File: src/rtl/core/tfcc_pkg.sv
package tfcc_pkg;

    localparam int BYTE_BITS      = 8;
    localparam int RANGE_BITS     = 32;
    localparam int BOUND_BITS     = 16;
    localparam int CFG_INDEX_BITS = 3;

    localparam logic [BYTE_BITS-1:0] NL_BYTE  = 8'd10;
    localparam logic [BYTE_BITS-1:0] TAB_BYTE = 8'd9;

    localparam logic KIND_TEXT   = 1'b0;
    localparam logic KIND_END    = 1'b1;
    localparam logic MODE_COLUMN = 1'b0;
    localparam logic MODE_FIELD  = 1'b1;

    typedef enum logic [CFG_INDEX_BITS-1:0] {
        REG_SELECT_MODE    = 3'd0,
        REG_DELIMITER      = 3'd1,
        REG_SUPPRESS_PLAIN = 3'd2,
        REG_RANGE_ZERO     = 3'd3,
        REG_RANGE_ONE      = 3'd4,
        REG_RANGE_TWO      = 3'd5,
        REG_RANGE_THREE    = 3'd6
    } cfg_reg_t;

    typedef enum logic [1:0] {
        ST_IDLE,
        ST_FLUSH_RD,
        ST_FLUSH_WR,
        ST_TAIL
    } cut_state_t;

    typedef struct packed {
        logic                 kind;
        logic [BYTE_BITS-1:0] text_byte;
    } text_item_t;

    typedef struct packed {
        logic [BYTE_BITS-1:0] out_byte;
        logic                 run_last;
        logic                 overflowed;
    } cut_item_t;

endpackage

File: src/rtl/core/tfcc_hold_ram.sv
module tfcc_hold_ram
    import tfcc_pkg::*;
#(
    parameter int DEPTH     = 63,
    parameter int ADDR_BITS = 6
)
(
    input  logic                 clk,
    input  logic                 we,
    input  logic [ADDR_BITS-1:0] waddr,
    input  logic [BYTE_BITS-1:0] wdata,
    input  logic                 re,
    input  logic [ADDR_BITS-1:0] raddr,
    output logic [BYTE_BITS-1:0] rdata
);

    logic [BYTE_BITS-1:0] mem [DEPTH];
    logic [BYTE_BITS-1:0] rdata_reg;

    always_ff @(posedge clk)
    begin
        if (we)
        begin
            mem[waddr] <= wdata;
        end
        if (re)
        begin
            rdata_reg <= mem[raddr];
        end
    end

    assign rdata = rdata_reg;

endmodule

File: src/rtl/core/tfcc_range_match.sv
module tfcc_range_match
    import tfcc_pkg::*;
#(
    parameter int RANGE_COUNT   = 4,
    parameter int POSITION_BITS = 16
)
(
    input  logic [RANGE_COUNT-1:0][RANGE_BITS-1:0] ranges,
    input  logic [POSITION_BITS-1:0]               pos,
    output logic                                   hit
);

    logic [BOUND_BITS-1:0]  pos_ext;
    logic [RANGE_COUNT-1:0] hits;

    assign pos_ext = BOUND_BITS'(pos);

    always_comb
    begin
        for (int i = 0; i < RANGE_COUNT; i++)
        begin
            hits[i] = (ranges[i][BOUND_BITS-1:0] != '0)
                   && (ranges[i][BOUND_BITS-1:0] <= pos_ext)
                   && (pos_ext <= ranges[i][RANGE_BITS-1:BOUND_BITS]);
        end
    end

    assign hit = |hits;

endmodule

File: src/rtl/core/text_field_column_cutter.sv
// A result reaches the output register in the cycle after its item is taken.
// Throughput: one item per cycle while each item yields at most one result and the output slot is free.
// An item that releases a held first field of N bytes blocks the input while its
// bytes go out through ST_FLUSH_RD and ST_FLUSH_WR, then through ST_TAIL when a byte
// follows them; ST_FLUSH_RD starts the registered read of the hold memory first.
// Reset (rst_n, async, active low) clears line state and restores register defaults;
// the hold memory is not cleared.
module text_field_column_cutter
    import tfcc_pkg::*;
#(
    parameter int HOLD_DEPTH    = 63,
    parameter int RANGE_COUNT   = 4,
    parameter int POSITION_BITS = 16
)
(
    input  logic                      clk,
    input  logic                      rst_n,
    input  logic                      text_valid,
    output logic                      text_ready,
    input  text_item_t                text_item,
    output logic                      cut_valid,
    input  logic                      cut_ready,
    output cut_item_t                 cut_item,
    input  logic                      cfg_write,
    input  logic [CFG_INDEX_BITS-1:0] cfg_index,
    input  logic [RANGE_BITS-1:0]     cfg_data
);

    localparam int CW = $clog2(HOLD_DEPTH + 1);
    localparam int AW = (HOLD_DEPTH > 1) ? $clog2(HOLD_DEPTH) : 1;

    // configuration
    logic                                   select_mode_reg;
    logic [BYTE_BITS-1:0]                   delimiter_reg;
    logic                                   suppress_reg;
    logic [RANGE_COUNT-1:0][RANGE_BITS-1:0] range_reg;

    // line state
    cut_state_t               state_reg, state_next;
    logic [POSITION_BITS-1:0] col_reg, col_next;
    logic [POSITION_BITS-1:0] field_reg, field_next;
    logic                     emitted_reg, emitted_next;
    logic                     seen_reg, seen_next;
    logic                     open_reg, open_next;
    logic [CW-1:0]            count_reg, count_next;
    logic                     lost_reg, lost_next;

    // burst state
    logic [CW-1:0]            fcount_reg, fcount_next;
    logic [CW-1:0]            idx_reg, idx_next;
    logic                     pend_v_reg, pend_v_next;
    logic [BYTE_BITS-1:0]     pend_b_reg, pend_b_next;
    logic                     item_lost_reg, item_lost_next;

    logic                     out_valid_reg, out_valid_next;
    cut_item_t                out_item_reg, out_item_next;

    logic                     slot_free;
    logic                     text_fire;
    logic                     is_end, is_nl, is_delim, is_byte, is_end_line;
    logic [POSITION_BITS-1:0] col_inc, fld_inc, fld_inc2, pos_a;
    logic                     match_a, match_one;
    logic                     flush, tail_v;
    logic [BYTE_BITS-1:0]     tail_b;
    logic [CW-1:0]            idx_plus;

    logic                     ram_we, ram_re;
    logic [AW-1:0]            ram_raddr;
    logic [BYTE_BITS-1:0]     ram_rdata;

    assign slot_free  = !out_valid_reg || cut_ready;
    assign text_ready = (state_reg == ST_IDLE) && slot_free;
    assign text_fire  = text_valid && text_ready;
    assign cut_valid  = out_valid_reg;
    assign cut_item   = out_item_reg;

    assign is_end      = (text_item.kind == KIND_END);
    assign is_nl       = !is_end && (text_item.text_byte == NL_BYTE);
    assign is_byte     = !is_end && !is_nl;
    assign is_delim    = (text_item.text_byte == delimiter_reg);
    assign is_end_line = is_end ? open_reg : is_nl;

    assign col_inc  = (&col_reg) ? col_reg : col_reg + 1'b1;
    assign fld_inc  = (&field_reg) ? field_reg : field_reg + 1'b1;
    assign fld_inc2 = (&fld_inc) ? fld_inc : fld_inc + 1'b1;
    assign pos_a    = (select_mode_reg == MODE_COLUMN) ? col_inc
                    : (is_delim ? fld_inc2 : fld_inc);
    assign idx_plus = idx_reg + CW'(1);

    tfcc_range_match #(
        .RANGE_COUNT   (RANGE_COUNT),
        .POSITION_BITS (POSITION_BITS)
    ) u_match_a (
        .ranges (range_reg),
        .pos    (pos_a),
        .hit    (match_a)
    );

    tfcc_range_match #(
        .RANGE_COUNT   (RANGE_COUNT),
        .POSITION_BITS (POSITION_BITS)
    ) u_match_one (
        .ranges (range_reg),
        .pos    (POSITION_BITS'(1)),
        .hit    (match_one)
    );

    tfcc_hold_ram #(
        .DEPTH     (HOLD_DEPTH),
        .ADDR_BITS (AW)
    ) u_hold_ram (
        .clk   (clk),
        .we    (ram_we),
        .waddr (count_reg[AW-1:0]),
        .wdata (text_item.text_byte),
        .re    (ram_re),
        .raddr (ram_raddr),
        .rdata (ram_rdata)
    );

    always_ff @(posedge clk or negedge rst_n)
    begin
        if (!rst_n)
        begin
            select_mode_reg <= MODE_COLUMN;
            delimiter_reg   <= TAB_BYTE;
            suppress_reg    <= 1'b0;
            range_reg       <= '0;
        end
        else if (cfg_write)
        begin
            unique case (cfg_index)
                REG_SELECT_MODE:    select_mode_reg <= cfg_data[0];
                REG_DELIMITER:      delimiter_reg   <= cfg_data[BYTE_BITS-1:0];
                REG_SUPPRESS_PLAIN: suppress_reg    <= cfg_data[0];
                default:
                begin
                    for (int i = 0; i < RANGE_COUNT; i++)
                    begin
                        if (cfg_index == CFG_INDEX_BITS'(REG_RANGE_ZERO + i))
                        begin
                            range_reg[i] <= cfg_data;
                        end
                    end
                end
            endcase
        end
    end

    always_ff @(posedge clk or negedge rst_n)
    begin
        if (!rst_n)
        begin
            state_reg     <= ST_IDLE;
            col_reg       <= '0;
            field_reg     <= '0;
            emitted_reg   <= 1'b0;
            seen_reg      <= 1'b0;
            open_reg      <= 1'b0;
            count_reg     <= '0;
            lost_reg      <= 1'b0;
            fcount_reg    <= '0;
            idx_reg       <= '0;
            pend_v_reg    <= 1'b0;
            item_lost_reg <= 1'b0;
            out_valid_reg <= 1'b0;
        end
        else
        begin
            state_reg     <= state_next;
            col_reg       <= col_next;
            field_reg     <= field_next;
            emitted_reg   <= emitted_next;
            seen_reg      <= seen_next;
            open_reg      <= open_next;
            count_reg     <= count_next;
            lost_reg      <= lost_next;
            fcount_reg    <= fcount_next;
            idx_reg       <= idx_next;
            pend_v_reg    <= pend_v_next;
            item_lost_reg <= item_lost_next;
            out_valid_reg <= out_valid_next;
        end
    end

    always_ff @(posedge clk)
    begin
        pend_b_reg   <= pend_b_next;
        out_item_reg <= out_item_next;
    end

    always_comb
    begin
        state_next     = state_reg;
        col_next       = col_reg;
        field_next     = field_reg;
        emitted_next   = emitted_reg;
        seen_next      = seen_reg;
        open_next      = open_reg;
        count_next     = count_reg;
        lost_next      = lost_reg;
        fcount_next    = fcount_reg;
        idx_next       = idx_reg;
        pend_v_next    = pend_v_reg;
        pend_b_next    = pend_b_reg;
        item_lost_next = item_lost_reg;
        out_valid_next = out_valid_reg && !cut_ready;
        out_item_next  = out_item_reg;
        flush          = 1'b0;
        tail_v         = 1'b0;
        tail_b         = text_item.text_byte;
        ram_we         = 1'b0;
        ram_re         = 1'b0;
        ram_raddr      = idx_reg[AW-1:0];

        unique case (state_reg)
            ST_IDLE:
            begin
                if (text_fire)
                begin
                    if (is_end_line)
                    begin
                        if (select_mode_reg == MODE_COLUMN)
                        begin
                            tail_v = 1'b1;
                            tail_b = NL_BYTE;
                        end
                        else if (!seen_reg)
                        begin
                            if (!suppress_reg)
                            begin
                                flush  = 1'b1;
                                tail_v = 1'b1;
                                tail_b = NL_BYTE;
                            end
                        end
                        else if (emitted_reg)
                        begin
                            tail_v = 1'b1;
                            tail_b = NL_BYTE;
                        end
                        col_next     = '0;
                        field_next   = '0;
                        emitted_next = 1'b0;
                        seen_next    = 1'b0;
                        open_next    = 1'b0;
                        count_next   = '0;
                        lost_next    = 1'b0;
                    end
                    else if (is_byte)
                    begin
                        open_next = 1'b1;
                        if (select_mode_reg == MODE_COLUMN)
                        begin
                            col_next = col_inc;
                            tail_v   = match_a;
                        end
                        else if (is_delim)
                        begin
                            if (!seen_reg && match_one)
                            begin
                                flush        = 1'b1;
                                emitted_next = 1'b1;
                            end
                            seen_next  = 1'b1;
                            field_next = fld_inc;
                            if (match_a)
                            begin
                                tail_v       = emitted_next;
                                tail_b       = delimiter_reg;
                                emitted_next = 1'b1;
                            end
                        end
                        else if (!seen_reg)
                        begin
                            if (count_reg < CW'(HOLD_DEPTH))
                            begin
                                ram_we     = 1'b1;
                                count_next = count_reg + CW'(1);
                            end
                            else
                            begin
                                lost_next = 1'b1;
                            end
                        end
                        else
                        begin
                            tail_v = match_a;
                        end
                    end

                    if (flush && (count_reg != '0))
                    begin
                        pend_v_next    = tail_v;
                        pend_b_next    = tail_b;
                        fcount_next    = count_reg;
                        item_lost_next = lost_reg;
                        state_next     = ST_FLUSH_RD;
                    end
                    else if (tail_v)
                    begin
                        out_valid_next           = 1'b1;
                        out_item_next.out_byte   = tail_b;
                        out_item_next.run_last   = 1'b1;
                        out_item_next.overflowed = lost_reg;
                    end
                end
            end

            ST_FLUSH_RD:
            begin
                ram_re     = 1'b1;
                ram_raddr  = '0;
                idx_next   = '0;
                state_next = ST_FLUSH_WR;
            end

            ST_FLUSH_WR:
            begin
                if (slot_free)
                begin
                    out_valid_next           = 1'b1;
                    out_item_next.out_byte   = ram_rdata;
                    out_item_next.run_last   = (idx_plus == fcount_reg) && !pend_v_reg;
                    out_item_next.overflowed = item_lost_reg;
                    if (idx_plus < fcount_reg)
                    begin
                        ram_re    = 1'b1;
                        ram_raddr = idx_plus[AW-1:0];
                        idx_next  = idx_plus;
                    end
                    else
                    begin
                        state_next = pend_v_reg ? ST_TAIL : ST_IDLE;
                    end
                end
            end

            ST_TAIL:
            begin
                if (slot_free)
                begin
                    out_valid_next           = 1'b1;
                    out_item_next.out_byte   = pend_b_reg;
                    out_item_next.run_last   = 1'b1;
                    out_item_next.overflowed = item_lost_reg;
                    state_next               = ST_IDLE;
                end
            end

            default:
            begin
                state_next = ST_IDLE;
            end
        endcase
    end

endmodule

File: config.mk
export PLATFORM = sky130hd
export DESIGN_NAME = text_field_column_cutter
export DESIGN_NICKNAME = d
export VERILOG_FILES = /design/src/rtl/core/tfcc_pkg.sv /design/src/rtl/core/tfcc_hold_ram.sv /design/src/rtl/core/tfcc_range_match.sv /design/src/rtl/core/text_field_column_cutter.sv
export SDC_FILE = /design/constraint.sdc
export NUM_CORES = 1
export LEC_CHECK = 0
export BUFFER_PORTS_ARGS = -buffer_cell sky130_fd_sc_hd__buf_2
export CAP_MARGIN = 5
export CORE_MARGIN = 4
export CORE_UTILIZATION = 51
export CTS_CLUSTER_SIZE = 24
export DETAILED_ROUTE_END_ITERATION = 8
export PLACE_DENSITY = 0.76
export SLEW_MARGIN = 20
export SYNTH_ARGS = -nofsm -noshare
export SYNTH_HDL_FRONTEND = slang
export SYNTH_HIERARCHICAL = 1
export SYNTH_SLANG_ARGS = --single-unit
File: constraint.sdc
create_clock -name clk -period 8.15 [get_ports clk]
set_clock_uncertainty 0.15 [all_clocks]
set_input_delay 0.815 -clock clk [delete_from_list [all_inputs] [get_ports clk]]
set_output_delay 0.815 -clock clk [all_outputs]
set_load 0.05 [all_outputs]
======== After elaboration in Yosys (flattened, before gate mapping) ========
Memory sizes are Yosys's and may differ from the RTL's. A register that Yosys moved wholly into a read port is not among the register bits.
Cells that the tools add are included.
storage, ports and cells
  memories ................................ 1
  register bits after elaboration ......... 215
  logic and storage cells ................. 238
  output and inout bits ................... 12
  RAM bits ................................ 504
memory list
  memory          words  width  read ports  clocked after memory_dff  wr ports  line                 source
  u_hold_ram.mem  63     8      1           1                         1         tfcc_hold_ram.sv:17  logic [BYTE_BITS-1:0] mem [DEPTH];
operators by class
  bitwise logic cells ..................... 1
  order comparisons ....................... 18
  multiplexer cells ....................... 101
  add/sub/neg operators ................... 5
  reductions and logical operators ........ 65
  equality and inequality tests ........... 23
operators by type and width
  cell                   number
  $mux 16                12
  $le 16x16->1           8
  $mux 8                 9
  $le 1x16->1 const A    4
  $le 16x1->1 const B    4
  $reduce_bool 16->1     4
  $mux 1                 56
  $mux 10                5
  $add 16x1->16 const B  3
  $mux 6                 8
  $reduce_and 16->1      3
  $pmux 10 s3            1
  $logic_and 1x1->1      24
  $reduce_and 3->1       6
  $reduce_and 7->1       2
  $add 6x1->6 const B    2
  $mux 2                 6
  $ne 2x2->1 const B     6
  $pmux 6 s2             1
  $ne 2x1->1 const B     5
  $reduce_and 5->1       2
  $eq 3x3->1 const B     3
  $eq 8x4->1 const B     1
  $eq 8x8->1             1
  other kinds (23)       37

======== Logic depth before layout (Yosys ltp) ========
Gate-level depths: netlist of run 1.
  depth after elaboration ................. 21
  gate-level depth with buffers ........... 23
  mapped depth without buffers ............ 21

======== Hierarchy ========
Netlist of run 1, hierarchy kept.
by module, submodules not included
  module                           area an instance (um^2)  instances  cells each  seq. area each (um^2)
  tfcc_hold_ram                    19,924.1                 1          951         15,374.7
  text_field_column_cutter         10,540.1                 1          930         5,472.7
  tfcc_range_match at u_match_a    3,193.1                  1          428         0.0
  tfcc_range_match at u_match_one  3,154.3                  1          421         0.0

======== Least setup slack after synthesis of run 1 ========
OpenSTA, ideal clock, no wires.
  path kind ............................... register to register
  from .................................... reg field_reg[1]
  to ...................................... reg out_item_reg, in the netlist cut_item[0], enable pin
  slack ................................... 1.671 ns
  clock period less this slack ............ 6.479 ns
  path buffers ............................ 2
  arrival ................................. 5.934 ns
  cell stages (with the launch flop) ...... 24
  path through ............................ dfrtp_1 -> ha_1 -> buf_2 -> nand4_2 -> or4_1 -> buf_2 -> mux2i_1 -> inv_1 -> ha_1 -> o211a_1 -> nand3_2 -> o31a_1 -> o31ai_1 -> inv_1 -> ha_1 -> nand4_1 -> or3_4 -> or3_1 -> o31ai_1 -> nand4_1 -> nand4_1 -> o211ai_1 -> a211o_1 -> a221oi_1
between the ends
  cells in the longest elaborated chain, start to end .. 19
  elaborated cells between the ends (all ways) .. 35
  classes of those cells .................. 2 x add/sub; 8 x order compare; 1 x eq/ne; 12 x mux; 12 x reduce/logical
ends and longest elaborated chain
  element                                                    line                             source
  from (decl)                                                text_field_column_cutter.sv:41   logic [POSITION_BITS-1:0] field_reg, field_next;
  from (signal assigned)                                     text_field_column_cutter.sv:172  field_reg <= field_next;
  $add 16x1->16 / $reduce_and 16->1 (equally long branches)  text_field_column_cutter.sv:84   assign fld_inc = (&field_reg) ? field_reg : field_reg + 1'b1;
  $mux 16 *                                                  text_field_column_cutter.sv:84
  $add 16x1->16 / $reduce_and 16->1 (equally long branches)  text_field_column_cutter.sv:85   assign fld_inc2 = (&fld_inc) ? fld_inc : fld_inc + 1'b1;
  $mux 16                                                    text_field_column_cutter.sv:85
  $mux 16 *                                                  text_field_column_cutter.sv:87   : (is_delim ? fld_inc2 : fld_inc);
  $mux 16 *                                                  text_field_column_cutter.sv:86   assign pos_a = (select_mode_reg == MODE_COLUMN) ? col_inc
  via pos_a[14]                                              text_field_column_cutter.sv:61   logic [POSITION_BITS-1:0] col_inc, fld_inc, fld_inc2, pos_a;
  $le 16x16->1                                               tfcc_range_match.sv:23           && (ranges[i][BOUND_BITS-1:0] <= pos_ext)
  [... 3 more ...]                                           --
  via match_a                                                text_field_column_cutter.sv:62   logic match_a, match_one;
  [... 1 more ...]                                           --
  $mux 1                                                     text_field_column_cutter.sv:258  else if (is_delim)
  $mux 1 *                                                   text_field_column_cutter.sv:253  if (select_mode_reg == MODE_COLUMN)
  $mux 1 *                                                   text_field_column_cutter.sv:250  else if (is_byte)
  $mux 1 *                                                   text_field_column_cutter.sv:221  if (is_end_line)
  $mux 1 *                                                   text_field_column_cutter.sv:219  if (text_fire)
  $mux 1 *                                                   text_field_column_cutter.sv:216  unique case (state_reg)
  $ne 2x1->1 (no source line) *                              --
  $reduce_and 6->1 (no source line) *                        --
  to (signal assigned)                                       text_field_column_cutter.sv:189  out_item_reg <= out_item_next;
  to (decl)                                                  text_field_column_cutter.sv:56   cut_item_t out_item_reg, out_item_next;
Mark *: on every way through the listed nets, which the timed path passes. The rest lies on a longest branch. The select of a mux whose other input is x is not followed.
A chain may end at the register's enable or synchronous reset.

======== Final worst setup path of run 1 ========
  from .................................... reg field_reg[0]
  to ...................................... reg out_item_reg, in the netlist cut_item[4], enable pin
The elaborated chain is that of the path after synthesis.

==> results of run 1 <==
==> metrics by stage <==
step,total power [mW],cells
final,11.36,3902
after detailed placement,7.819,3755
after floorplan,6.941,2808
after global placement,7.679,3755
after CTS,11.35,3895
after global routing,11.87,3897
==> repair_timing <==
item                                    4_1_cts  5_1_grt
setup buffers                                 0        0
hold buffers                                  1        0
endpoints found under the hold margin        38        0
endpoints found under the setup margin        0        0
==> cells by family after synthesis <==
| kind of cell | after synthesis | share of synthesized area (%) |
|---|---|---|
| AND/OR/NAND/NOR | 635 | 9.136 |
| buffers and inverters | 300 | 3.464 |
| multiplexers | 286 | 12.22 |
| XOR/XNOR | 33 | 0.7851 |
| other | 2 | 0.02040 |
| flip-flops | 727 | 56.63 |
| adder cells (fa/ha/maj) | 273 | 9.279 |
| AO/OA/AOI/OAI | 474 | 8.460 |
==> worst max-delay path: stages, from the launching register on <==
cell and delay, ps:
dfrtp_1 520, ha_1 430, nand4_2 260, or4_1 700
o21a_4 200, a221oi_4 470, a31oi_1 270, a31o_1 270
a31oi_1 660, inv_1 310, ha_1 380, nand2_2 60
or3_4 380, or3_1 390, o31ai_1 100, nand4_1 150
nand4_1 150, o211ai_1 160, a211o_1 340, a221oi_1 240
buf_4 240
==> metal layers <==
layer | track usage [%] | part of all wire [%] | vias up
met3 | 4.788 | 9.3 | 294
met5 | 0 | 0.012 | -
met4 | 10.79 | 4.3 | 2
li1 | - | - | 10830
met1 | 34.26 | 39 | 12450
met2 | 41.56 | 48 | 1325
==> layout by cell type (no fill, tap or decap), types with 18 or more instances in the layout <==
cell type / count
a211oi_1: 24
a21oi_1: 146
a22oi_1: 32
a31oi_1: 20
and2_1: 18
buf_2: 59
buf_4: 32
clkbuf_16: 78
conb_1: 80
dfrtp_1: 195
edfxtp_1: 530
ha_1: 273
inv_1: 202
mux2_2: 139
mux2i_1: 34
mux4_2: 100
nand2_1: 127
nand3_1: 62
nand4_1: 97
nor2_1: 130
nor2b_1: 33
nor3_1: 30
nor4_1: 41
o211ai_1: 28
o21ai_0: 71
o22ai_1: 18
o31ai_1: 19
xnor2_1: 23
==> path summary, 6_finish.rpt <==
path | slack, ps | to | cells after the start | start
worst max-delay path | 1030 | cut_item[4] | 20 | field_reg[0]
worst min-delay path | 320 | range_reg[76] | 2 | cfg_data[12]
worst max register to register | 1030 | cut_item[4] | 20 | field_reg[0]
worst min register to register | 360 | fcount_reg[1] | 2 | fcount_reg[1]
max in group asynchronous | 5940 | seen_reg | 3 | rst_n
min in group asynchronous | 550 | range_reg[20] | 2 | rst_n
==> cell type report <==
cell class	count	area [um2]	share of cell area, %
clock inverter	45	496.7	1.212
multi-input combinational	1781	15020	36.64
sequential	727	20850	50.85
timing repair buffer	95	590.6	1.441
inverter	203	762.0	1.859
antenna	7	17.52	0.04273
tap	950	1189	2.899
clock buffer	94	2072	5.054
==> power by group <==
part	switching (mW)	internal (mW)	total, mW	leakage (nW)
clock network	1.52	2.00	3.51	1.24
registers	0.345	4.26	4.61	7.22
logic	1.86	1.39	3.24	6.96
==> impl_metrics.tcl, run 1 <==
set metrics [dict create \
    dieArea_mm2 0.07654 \
    min_path_type "in -> reg" \
    grt_pass1_vias 25390 \
    synth_warnings 6 \
    path_class "reg -> reg" \
    hold_ws_ps 320.1 \
    clkTransAtPathRegs_ps 60 \
    end_kind "flip-flop" \
    slew_violations 0 \
    syn_inst 2730 \
    cts_sinks 727 \
    drtIter0Drc 2935 \
    relSlewSlack_pct 15.57 \
    gr-total-overflow 0 \
    routedWlPerCell_um 25.63 \
    vdd_drop_max_uv 392.4 \
    worst_pin_slew_ps 1250 \
    htree_levels 3 \
    synth_most_common_cell "edfxtp_1" \
    tns_ps 0 \
    antenna_found_initial 8 \
    die_w_um 276.7 \
    max_cap_violations 0 \
    grt_max_degree 82 \
    postLayoutCoreUtil_pct 57.35 \
    post-place-ws_ps 1121 \
    cts_max_path_buffers 3 \
    rows 98 \
    nets 3208 \
    rsz0062_at_grt "no" \
    ys_seq_elements 727 \
    cts_tree "done" \
    finalSetupViolCount 0 \
    track_usage_pct 25.61 \
    leakagePower_nw 15.42 \
    ios 61 \
    netlist_area_mm2 0.03681 \
    status "completed" \
    syn_to_final_growth_pct 11.37 \
    synthArstFlopShare_pct 27.10 \
    drive_gt1_share_pct 16.30 \
    start_util_pct 51.49 \
    fin_ws_ps 1028 \
    min_period_over_period_pct 87.38 \
    crit_arrival_ps 7310 \
    ant_nets 0 \
    required_ps 8330 \
    dp_hpwl_um 66940 \
    insertion_delay_ps 640 \
    synth_flop_cell "edfxtp_1" \
    startpoint_type "flip-flop" \
    synth_top_area_share_pct 43.23 \
    hold_violations 0 \
    dr.pass1.iters 8 \
    grt_pass1_wl_um 151800 \
    io_buffer_count 60 \
    largest_reg_flops 504 \
    cp_max_fo 10 \
    fin_area_mm2 0.04100 \
    max_clock_freq_mhz 140.4 \
    dieHeight_um 276.7 \
    gp_congestion 0.9554 \
    wirelength_um 100000 \
    core_area_mm2 0.07149 \
    postSynthAreaPerCell_um2 13.48 \
    cts_buffers 78 \
    cts_root_buf "clkbuf_16" \
    num_vias 24910 \
    yosys-top-cells-area "edfxtp_1, dfrtp_1, ha_1, mux4_2, mux2_2" \
    powerDensity_mw_per_mm2 277.2 \
    synth_top_cell_by_area "edfxtp_1" \
    via_per_inst 6.383 \
    ctsResizeCount 0 \
    ys_types 90 \
    period_needed_ps 7122 \
    netlist_top_cells_count "edfxtp_1, ha_1, inv_1" \
    ys_seq_area_share_pct 56.63 \
    drc_errors 0 \
    synth_edf_count 530 \
    dpl_cell_area_mm2 0.03840 \
    fillers 5423 \
]
No activity file was read; power rests on OpenSTA's default activity.
==> run 2: changes to the inputs <==
--- a/config.mk
+++ b/config.mk
@@ -15,5 +15,4 @@
 export SLEW_MARGIN = 20
 export SYNTH_ARGS = -nofsm -noshare
 export SYNTH_HDL_FRONTEND = slang
-export SYNTH_HIERARCHICAL = 1
 export SYNTH_SLANG_ARGS = --single-unit
==> impl_metrics.tcl, run 2 <==
set metrics [dict create \
    slowest_stage "or4_1" \
    io_buffer_count 60 \
    crit_buf_inv 1 \
    cts_max_path_buffers 3 \
    leakagePower_nw 14.40 \
    power_switching_mw 4.693 \
    dp_hpwl_um 61620 \
    synth_warnings 0 \
    routedWlPerCell_um 23.89 \
    num_vias 24120 \
    dieArea_mm2 0.07149 \
    cp_max_fo 11 \
    drtIter0Drc 2709 \
    gp_congestion 0.9353 \
    powerDensity_mw_per_mm2 326.0 \
    grt_pass1_vias 23760 \
    status "completed" \
    syn_to_final_growth_pct 10.78 \
    netlist_top_cells_count "nand2_1, edfxtp_1, dfrtp_1" \
    postLayoutCoreUtil_pct 57.40 \
    ant_nets 0 \
    end_kind "flip-flop" \
    relSlewSlack_pct 30.52 \
    vdd_drop_max_uv 407.6 \
    htree_levels 3 \
    worst_pin_slew_ps 1031 \
    die_w_um 267.4 \
    synth_top_area_share_pct 46.39 \
    fin_ws_ps 1247 \
    slew_violations 0 \
    dpl.cell_count 3704 \
    path_class "reg -> reg" \
    fillers 5208 \
    max_clock_freq_mhz 144.9 \
    largest_reg_flops 504 \
    ys_seq_elements 727 \
    period_needed_ps 6903 \
    postSynthAreaPerCell_um2 11.91 \
    ios 61 \
    synth_most_common_cell "nand2_1" \
    hold_violations 0 \
    power_frac_seq_pct 36.3 \
    cts_root_buf "clkbuf_16" \
    grt_max_degree 156 \
    ys_types 94 \
    p_comb_share_pct 35.4 \
    cts_tree "done" \
    synth_edf_count 530 \
    min_path_type "in -> reg" \
    required_ps 8280 \
    crit_arrival_ps 7040 \
    clkTransAtPathRegs_ps 60 \
    syn-num-nets 3076 \
    synth_top_cell_by_area "edfxtp_1" \
    cts_buffers 75 \
    layout_commonest_cell "nand2_1" \
    critPathMaxStageDelay_ps 650 \
    synthArstFlopShare_pct 27.10 \
    wirelength_um 91790 \
    rows 94 \
    startpoint_type "flip-flop" \
    drive_gt1_share_pct 12.96 \
    netlist_area_mm2 0.03431 \
    via_per_inst 6.276 \
    rsz0062_at_grt "no" \
    swShare_pct 37.88 \
    syn_inst 2882 \
    clkPwrFrac_pct 28.2 \
    ys_seq_area_share_pct 60.76 \
    finalNonFillerCells 3843 \
    crit_family "compound AO/OA/AOI/OAI gates" \
    fin_area_mm2 0.03801 \
    cts_sinks 727 \
    dieHeight_um 267.4 \
    gr-total-overflow 0 \
    path_cells "ha_1, nand3_1, nor2_4, nand2_1, xor2_1, ha_1, inv_1, or4_1, o31ai_4, nand2b_1, o211ai_1, o21a_1, ha_1, nor2b_1, o211ai_1, a21oi_1, o31a_1, a2111oi_0, a21oi_1, o211ai_1, o2bb2ai_1, o21a_1" \
    yosys-top-cells-area "edfxtp_1, dfrtp_1, nand2_1, ha_1, mux2_2" \
    nets 3112 \
    antenna_found_initial 3 \
    ctsResizeCount 0 \
    grt_pass1_wl_um 140600 \
    finalSetupViolCount 0 \
    min_period_over_period_pct 84.69 \
    track_usage_pct 25.45 \
    layout_common_cells "nand2_1, edfxtp_1, dfrtp_1" \
    post-place-ws_ps 1365 \
    tns_ps 0 \
    internal-power_mw 7.697 \
    dr.pass1.iters 8 \
    dpl_cell_area_mm2 0.03545 \
    insertion_delay_ps 640 \
    drc_errors 0 \
    max_cap_violations 0 \
    start_util_pct 51.82 \
    synth_flop_cell "edfxtp_1" \
    core_area_mm2 0.06622 \
]
run 2: cell types whose count changed in the layout (fill, tap and decap cells not counted), moves of 27 or more:
cell | previous run | this run
a311oi_1 | 0 | 84
a21oi_1 | 146 | 89
nand2_1 | 127 | 570
and3_1 | 6 | 104
ha_1 | 273 | 145
nand4_1 | 97 | 52
conb_1 | 80 | 0
mux4_2 | 100 | 0
a22oi_1 | 32 | 5
inv_1 | 202 | 96
run 2: final cells by class:
class	instances	area (um2)	area share (%)
clock buffer	94	1988	5.231
timing repair buffer	100	624.3	1.643
multi-input combinational	1914	12540	33.00
clock inverter	43	540.5	1.422
tap	864	1081	2.844
antenna	1	2.502	0.006584
inverter	100	381.6	1.004
sequential	727	20850	54.85
run 2: cell families after synthesis:
kind of cell	count (synthesis)	synth area share, %
flip-flops	727	60.76
adder cells (fa/ha/maj)	145	5.288
AND/OR/NAND/NOR	1089	14.77
XOR/XNOR	48	1.225
buffers and inverters	241	2.804
AO/OA/AOI/OAI	471	9.970
multiplexers	161	5.186
run 2: path summary, 6_finish.rpt:
check	startpoint	slack [ps]	cells after the start	end
min	cfg_data[30]	290	3	range_reg[62]
max	field_reg[0]	1250	22	cut_item[1]
min reg2reg	item_lost_reg	340	2	item_lost_reg
min in group asynchronous	rst_n	530	2	range_reg[83]
max reg2reg	field_reg[0]	1250	22	cut_item[1]
max in group asynchronous	rst_n	5890	3	col_reg[5]
run 2: stage by stage:
step / hold WS, ps / total power [mW]
6_report: 285.6 / 12.39
5_1_grt: 291.1 / 13.01
4_1_cts: 251.7 / 12.38
3_5_place_dp: 322.9 / 8.877
3_3_place_gp: 310.2 / 8.737
2_1_floorplan: 290.2 / 7.581
run 2: worst reg2reg max path, delay by kind of cell (launching register included):
kind	cells	cell delay, ps
buf+inv	1	60
flops	1	510
simple gates	6	1610
xor+xnor	1	350
fa+ha+maj	3	860
compound gates	11	3030
run 2: repair_timing:
item,4_1_cts,5_1_grt
hold endpoints to repair,54,0
setup endpoints to repair,0,0
setup buffers,0,0
hold buffers,1,0
run 2: layer usage:
metal	GRT usage (%)	share of wire [%]	up-vias
li1	-	-	10830
met1	33.51	40	11990
met2	41.82	49	1089
met3	3.978	7.1	207
met4	11.89	4.7	2
met5	0	0.0098	-
run 2: power groups by stage:
stage	clock network (mW)	logic, mW	registers (mW)
after floorplan	0	3.01	4.57
after global placement	0	4.18	4.56
after detailed placement	0	4.31	4.57
after CTS	3.54	4.34	4.50
after global routing	3.69	4.80	4.53
final	3.50	4.39	4.50
